==> src/sv/crfpl_pkg.sv <==
`timescale 1ns / 1ps

package crfpl_pkg;

  localparam int unsigned MAX_DIMS     = 8;
  localparam int unsigned DIM_W        = 3;
  localparam int unsigned MAX_FEATURES = 64;
  localparam int unsigned FEAT_W       = 6;
  localparam int unsigned NUM_LEVELS   = 4;
  localparam int unsigned NUM_PAIRS    = 28;
  localparam int unsigned PAIR_W       = 5;
  localparam int unsigned FRAC_BITS    = 16;
  localparam int unsigned VAL_W        = 24;
  localparam int unsigned PROB_W       = 17;
  localparam int unsigned OPND_W       = 25;
  localparam int unsigned PROD_W       = 2 * OPND_W;
  localparam int unsigned ACC_W        = 40;

  localparam logic [PROB_W-1:0] ONE_FX = PROB_W'(1 << FRAC_BITS);

  // Operation codes of an input word
  typedef enum logic [2:0] {
    OP_BIAS    = 3'd0,
    OP_FWEIGHT = 3'd1,
    OP_PWEIGHT = 3'd2,
    OP_OEMIS   = 3'd3,
    OP_IEMIS   = 3'd4,
    OP_FEATURE = 3'd5,
    OP_POST    = 3'd6,
    OP_COMPUTE = 3'd7
  } op_e;

  // Configuration register indexes
  typedef enum logic [1:0] {
    CFG_NUM_DIMS     = 2'd0,
    CFG_NUM_FEATURES = 2'd1,
    CFG_EDGE_MASK    = 2'd2,
    CFG_USE_EMISSION = 2'd3
  } cfg_e;

  // Second dimension of pair number b in upper-triangle order
  function automatic logic [DIM_W:0] pair_second_dim(input int unsigned b);
    int unsigned n;
    logic [DIM_W:0] r;
    n = 0;
    r = '0;
    for (int unsigned i = 0; i < MAX_DIMS; i++) begin
      for (int unsigned j = i + 1; j < MAX_DIMS; j++) begin
        if (n == b) r = (DIM_W+1)'(j);
        n++;
      end
    end
    return r;
  endfunction

  // Piecewise linear sigmoid on a saturated Q8.16 input
  function automatic logic [PROB_W-1:0] sigmoid_fx(input logic signed [VAL_W-1:0] z);
    logic [VAL_W-1:0] a;
    logic [VAL_W:0]   y;
    a = z[VAL_W-1] ? VAL_W'(-z) : VAL_W'(z);
    if (a >= VAL_W'(327680)) begin
      y = (VAL_W+1)'(ONE_FX);
    end else if (a >= VAL_W'(155648)) begin
      y = (VAL_W+1)'(a >> 5) + (VAL_W+1)'(55296);
    end else if (a >= VAL_W'(65536)) begin
      y = (VAL_W+1)'(a >> 3) + (VAL_W+1)'(40960);
    end else begin
      y = (VAL_W+1)'(a >> 2) + (VAL_W+1)'(32768);
    end
    if (y > (VAL_W+1)'(ONE_FX)) y = (VAL_W+1)'(ONE_FX);
    return z[VAL_W-1] ? (ONE_FX - y[PROB_W-1:0]) : y[PROB_W-1:0];
  endfunction

endpackage

==> src/sv/crfpl_mac.sv <==
`timescale 1ns / 1ps

module crfpl_mac (
  input  logic                                  clk_i,
  input  logic                                  rst_ni,
  input  logic                                  valid_i,
  input  logic signed [crfpl_pkg::OPND_W-1:0]   a_i,
  input  logic signed [crfpl_pkg::OPND_W-1:0]   b_i,
  output logic                                  valid_o,
  output logic signed [crfpl_pkg::PROD_W-1:0]   prod_o
);

  logic                                valid_q;
  logic signed [crfpl_pkg::PROD_W-1:0] prod_q;

  // Register the valid flag of the product
  always_ff @(posedge clk_i or negedge rst_ni) begin
    if (!rst_ni) begin
      valid_q <= 1'b0;
    end else begin
      valid_q <= valid_i;
    end
  end

  // Multiply and hold the full product
  always_ff @(posedge clk_i) begin
    if (valid_i) begin
      prod_q <= crfpl_pkg::PROD_W'(a_i) * crfpl_pkg::PROD_W'(b_i);
    end
  end

  assign valid_o = valid_q;
  assign prod_o  = prod_q;

endmodule

==> config.mk <==
export PLATFORM = sky130hd
export DESIGN_NAME = crfpl_mac
export DESIGN_NICKNAME = d
export VERILOG_FILES = /design/src/sv/crfpl_pkg.sv /design/src/sv/crfpl_mac.sv
export SDC_FILE = /design/constraint.sdc
export NUM_CORES = 2
export LEC_CHECK = 0
export BUFFER_PORTS_ARGS = -buffer_cell sky130_fd_sc_hd__buf_2
export CAP_MARGIN = 20
export CORE_ASPECT_RATIO = 2
export CORE_MARGIN = 8
export CORE_UTILIZATION = 41
export CTS_CLUSTER_SIZE = 28
export DETAILED_ROUTE_END_ITERATION = 16
export GPL_TIMING_DRIVEN = 1
export SKIP_CTS_REPAIR_TIMING = 1
export SLEW_MARGIN = 5
export SYNTH_ARGS = -nofsm -noshare
export SYNTH_HDL_FRONTEND = slang
export SYNTH_SLANG_ARGS = --single-unit
==> constraint.sdc <==
create_clock -name clk_i -period 0.8 [get_ports clk_i]
set_clock_uncertainty 0.05 [all_clocks]
set_input_delay 0.24 -clock clk_i [delete_from_list [all_inputs] [get_ports clk_i]]
set_output_delay 0.24 -clock clk_i [all_outputs]
set_load 0.03 [all_outputs]
## Yosys cells after proc, flatten, opt, wreduce, memory -nomap -nowiden

Index checks and enable logic that the tools add are counted.

| operators by class | value |
|---|---|
| shifts and indexed selects | 0 |
| bitwise logic cells | 0 |
| order comparisons | 0 |
| equal/unequal tests | 0 |
| reductions and logical operators | 0 |
| $add $sub $neg | 0 |
| mux-type cells | 0 |
| div/mod/pow operators | 0 |
| multiply operators | 1 |

Operators by type and width:

| cell | count |
|---|---|
| 25-bit by 25-bit multiplier with 50-bit output | 1 |

| storage, ports and cells | value |
|---|---|
| memories | 0 |
| RAM bits | 0 |
| output and inout port bits | 51 |
| latch bits | 0 |
| register bits after elaboration | 51 |
| bits in read-only memories | 0 |

## Longest topological paths before layout

| logic depth | value |
|---|---|
| word-level depth | 1 |
| mapped depth | 26 |

## Least setup slack after synthesis

OpenSTA, ideal clock, no wires.

| path | value |
|---|---|
| path type | input-to-reg |
| from | in a_i[24] (netlist name) |
| to | reg prod_q (netlist bit prod_o[47]), data pin |
| data required time | 0.490 ns |
| slack | -6.248 ns |
| data arrival time | 6.738 ns |
| stages | 24 |
| library setup time | 0.260 ns |
| cells stage by stage | clkbuf_1 > nand2_1 > inv_1 > fa_1 > inv_1 > fa_1 > inv_1 > fa_1 > fa_1 > fa_1 > fa_1 > inv_1 > fa_1 > inv_1 > ha_1 > clkbuf_1 > a21o_1 > a21o_1 > a21oi_1 > o21bai_1 > a2bb2oi_1 > o41ai_2 > o41a_1 > xor2_1 |

| between the ends | value |
|---|---|
| longest elaborated chain between the ends | 1 |

RTL lines:

| element | RTL line | text |
|---|---|---|
| start, declared | crfpl_mac.sv:7 | `input logic signed [crfpl_pkg::OPND_W-1:0] a_i,` |
| 25-bit by 25-bit multiplier with 50-bit output | crfpl_mac.sv:28 | `prod_q <= crfpl_pkg::PROD_W'(a_i) * crfpl_pkg::PROD_W'(b_i);` |
| end signal, assigned | crfpl_mac.sv:28 |  |
| end, declared | crfpl_mac.sv:14 | `logic signed [crfpl_pkg::PROD_W-1:0] prod_q;` |

No other way between the ends.
A chain may end at the register's enable or synchronous reset.

## Worst setup path after layout

| path | value |
|---|---|
| from | in b_i[12] (netlist name) |
| to | reg prod_q (netlist bit prod_o[47]), data pin |

| between the ends | value |
|---|---|
| longest elaborated chain between the ends | 1 |

RTL lines:

| element | RTL line | text |
|---|---|---|
| start, declared | crfpl_mac.sv:8 | `input logic signed [crfpl_pkg::OPND_W-1:0] b_i,` |
| 25-bit by 25-bit multiplier with 50-bit output | crfpl_mac.sv:28 |  |

No other way between the ends.

==> metrics.csv <==
stage,metric,value,unit
outcome,run status,"complete, but fails checks",
outcome,failing checks,setup timing,
routing,detailed-routing iteration count for the pre-antenna-repair pass,5,
hold_path,Hold Crit Class,in2async,
sta,Worst Max-Slew Pin Slew,398,ps
clock_tree,Clock H-tree levels,2,
layout,area of the multi-input gates,21600,um2
routing,average wire per standard cell,18.0,um
layout,count of fill cells added during filler insertion,5310,
layout,"Non-Filler Cell Area, Final",31500,um2
clock_tree,root buffer cell,clkbuf_16,
routing,vias post-DR,17900,
placed_design,number of cells in the design after placement,3665,
routing,initial detailed-routing violation count,814,
setup_path,required time at the worst-slack endpoint,820,ps
clock_tree,clock transition time at the flip-flop clock pins of the worst setup and hold paths,70,ps
layout,total number of nets in the final design,3789,
sta,headroom to the max-slew limit,73.3,%
sta,Finish-stage setup viols,100,
logic_synthesis,cell count after synthesis,2563,
setup_path,"slowest stage delay, CP",550,ps
routing,remaining routing DRC violations,0,
floorplanning,die boundary width,189,um
logic_synthesis,ranking of synthesized cells by area,"fa_1, inv_1, and2_1, ha_1, edfxtp_1",
floorplanning,die outline area,68400,um2
logic_synthesis,cell area after technology mapping,24500,um2
setup_path,type of the setup path with the least slack,in2reg,
floorplanning,area of the core region,59600,um2
logic_synthesis,simple-gate share of the synthesized area,14.7,%
logic_synthesis,"top cells by count, synth","inv_1, fa_1, and2_1, nand2_1, ha_1",
setup_path,crit path launch type,input pin,
logic_synthesis,largest family of logic cells by synthesized area,adder cells,
global_route,number of antenna violations at the first check in global routing,0,
global_route,maximum number of pins on one net before global-route repair,19,
routing,Via density,4.83,
logic_synthesis,register bit total from synthesis,51,
logic_synthesis,proportion of netlist area held by the largest area contributor,53.7,%
routing,number of nets still failing antenna checks after routing,0,
clock_tree,Max Buffers Root-to-Sink,2,
sta,final max-slew violation count,0,
logic_synthesis,Post-synth top flop,edfxtp_1,
sta,setup repair after global routing missed its margin,true,
logic_synthesis,Synth Area in Adders,60.8,%
sta,minimum setup slack in the final design,-5580,ps
layout,final cell count without fillers,3712,
logic_synthesis,Unique masters post-synth,49,
setup_path,critical-path maximum fanout,8,
logic_synthesis,sequential fraction of the synthesis area,6.22,%
logic_synthesis,Yosys top cell by area,fa_1,
logic_synthesis,multiplexer fraction of the synthesized cell area,0.0459,%
sta,part of the cycle the worst path needs,798,%
placed_design,Final HPWL DP,58300,um
setup_path,worst endpoint data arrival time,6400,ps
setup_path,cell with the biggest individual delay on the critical path,fa_1,
global_route,total global routing overflow,0,
layout,ANT cells,0,
floorplanning,initial cell density of the core,41.2,%
placed_design,weighted congestion at the end of routability-driven global placement,0.908,
job,maximum capacitance violations,0,
layout,proportion of layout cells with a drive suffix above 1,26.8,%
logic_synthesis,XOR/XNOR share of the synthesized area,2.07,%
floorplanning,I/O pin cnt,104,
setup_path,Crit path top cell by count,fa_1,
logic_synthesis,Post-Syn Nets,3415,
sta,maximum clock frequency,157,MHz
logic_synthesis,complex-gate fraction of the synthesized area,3.85,%
logic_synthesis,Post-synth EDFFs,50,
logic_synthesis,most numerous cell in the Yosys netlist,inv_1,
floorplanning,die height,362,um
setup_path,crit path capture type,register,
sta,minimum clock period after layout,6380,ps
layout,Syn-to-layout area delta,28.3,%
clock_tree,Num Clock Sinks,51,
logic_synthesis,yosys warns,0,
floorplanning,FP Rows,127,
placed_design,Placed Area,29200,um2
placed_design,# port buffers,103,
global_route,GR Util All Layers,19.5,%
sta,Final Hold Violating Endpoints,0,
logic_synthesis,Synth Area per Inst,9.58,um2
clock_tree,clock tree from TritonCTS,done,
clock_tree,number of buffers created by CTS,5,
global_route,via count of the first global-routing pass,19800,
global_route,global-route wire length before repair,106000,um
logic_synthesis,ys async rst share,1.96,%
routing,total routed wirelength,66800,um
layout,Seq. cell area,1530,um2
-- registers in the layout, summed over array words and instances, names as in the netlist --
name / count
prod_o: 50
valid_o: 1
-- worst max-delay path: cells and delay by family --
family / cells / cell delay [ps]
compound gates: 5 / 940
xor+xnor: 1 / 160
fa+ha+maj: 8 / 3900
buf+inv: 7 / 560
simple gates: 4 / 580
-- worst paths after layout --
check | from | end | slack (ps) | depth (start not counted)
hold / removal | rst_ni | valid_o | 180 | 2
max in group asynchronous | rst_ni | valid_o | 430 | 2
setup / recovery | b_i[12] | prod_o[47] | -5580 | 25
min in group clk_i | valid_i | prod_o[1] | 300 | 2
-- logic make-up after synthesis --
| logic type | Yosys count |
|---|---|
| buffers and inverters | 803 |
| adders and majority gates | 799 |
| muxes | 1 |
| xor gates and xnor gates | 58 |
| DFF | 51 |
| and+or+nand+nor | 714 |
| AOI/OAI and AO/OA | 137 |
-- metal layers --
metal  vias to the layer above  wire [um]  track usage [%]
met3                       101       2890             1.73
met2                       481      33400             33.6
li1                       8077          -                -
met1                      9257      28400             25.6
met4                         0       2150             6.15
met5                         -          0                0
-- final cells by class --
| class | count | share of cell area [%] |
|---|---|---|
| multi-input combinational | 1709 | 68.5 |
| tap | 774 | 3.07 |
| sequential | 51 | 4.85 |
| clock inverter | 3 | 0.0834 |
| inverter | 699 | 8.33 |
| timing repair buffer | 471 | 14.7 |
| clock buffer | 5 | 0.397 |
-- stage by stage --
stage | util [%] | setup TNS (ps) | setup slack [ps] | hold WS (ps)
2_1_floorplan | - | -213480 | -5800 | -106
3_3_place_gp | 49.0 | -261610 | -6220 | -34.2
3_5_place_dp | 49.0 | -264900 | -6310 | -34.8
4_1_cts | 49.2 | -255750 | -5970 | -373
5_1_grt | 52.9 | -247760 | -5710 | 210
6_report | 52.9 | -239820 | -5580 | 185
-- cell usage in the layout (no fill, tap or decap), types with 34 or more instances in the layout --
| cell type | count |
|---|---|
| fa_1 | 626 |
| ha_4 | 44 |
| edfxtp_1 | 50 |
| buf_4 | 272 |
| and2_1 | 257 |
| buf_12 | 34 |
| and2_4 | 63 |
| nand2_1 | 291 |
| inv_1 | 655 |
| inv_2 | 44 |
| buf_6 | 126 |
| ha_1 | 91 |
Power is left out: the tool's default activity adds up to more than one toggle a clock period on the data nets, which glitch-free logic cannot reach.
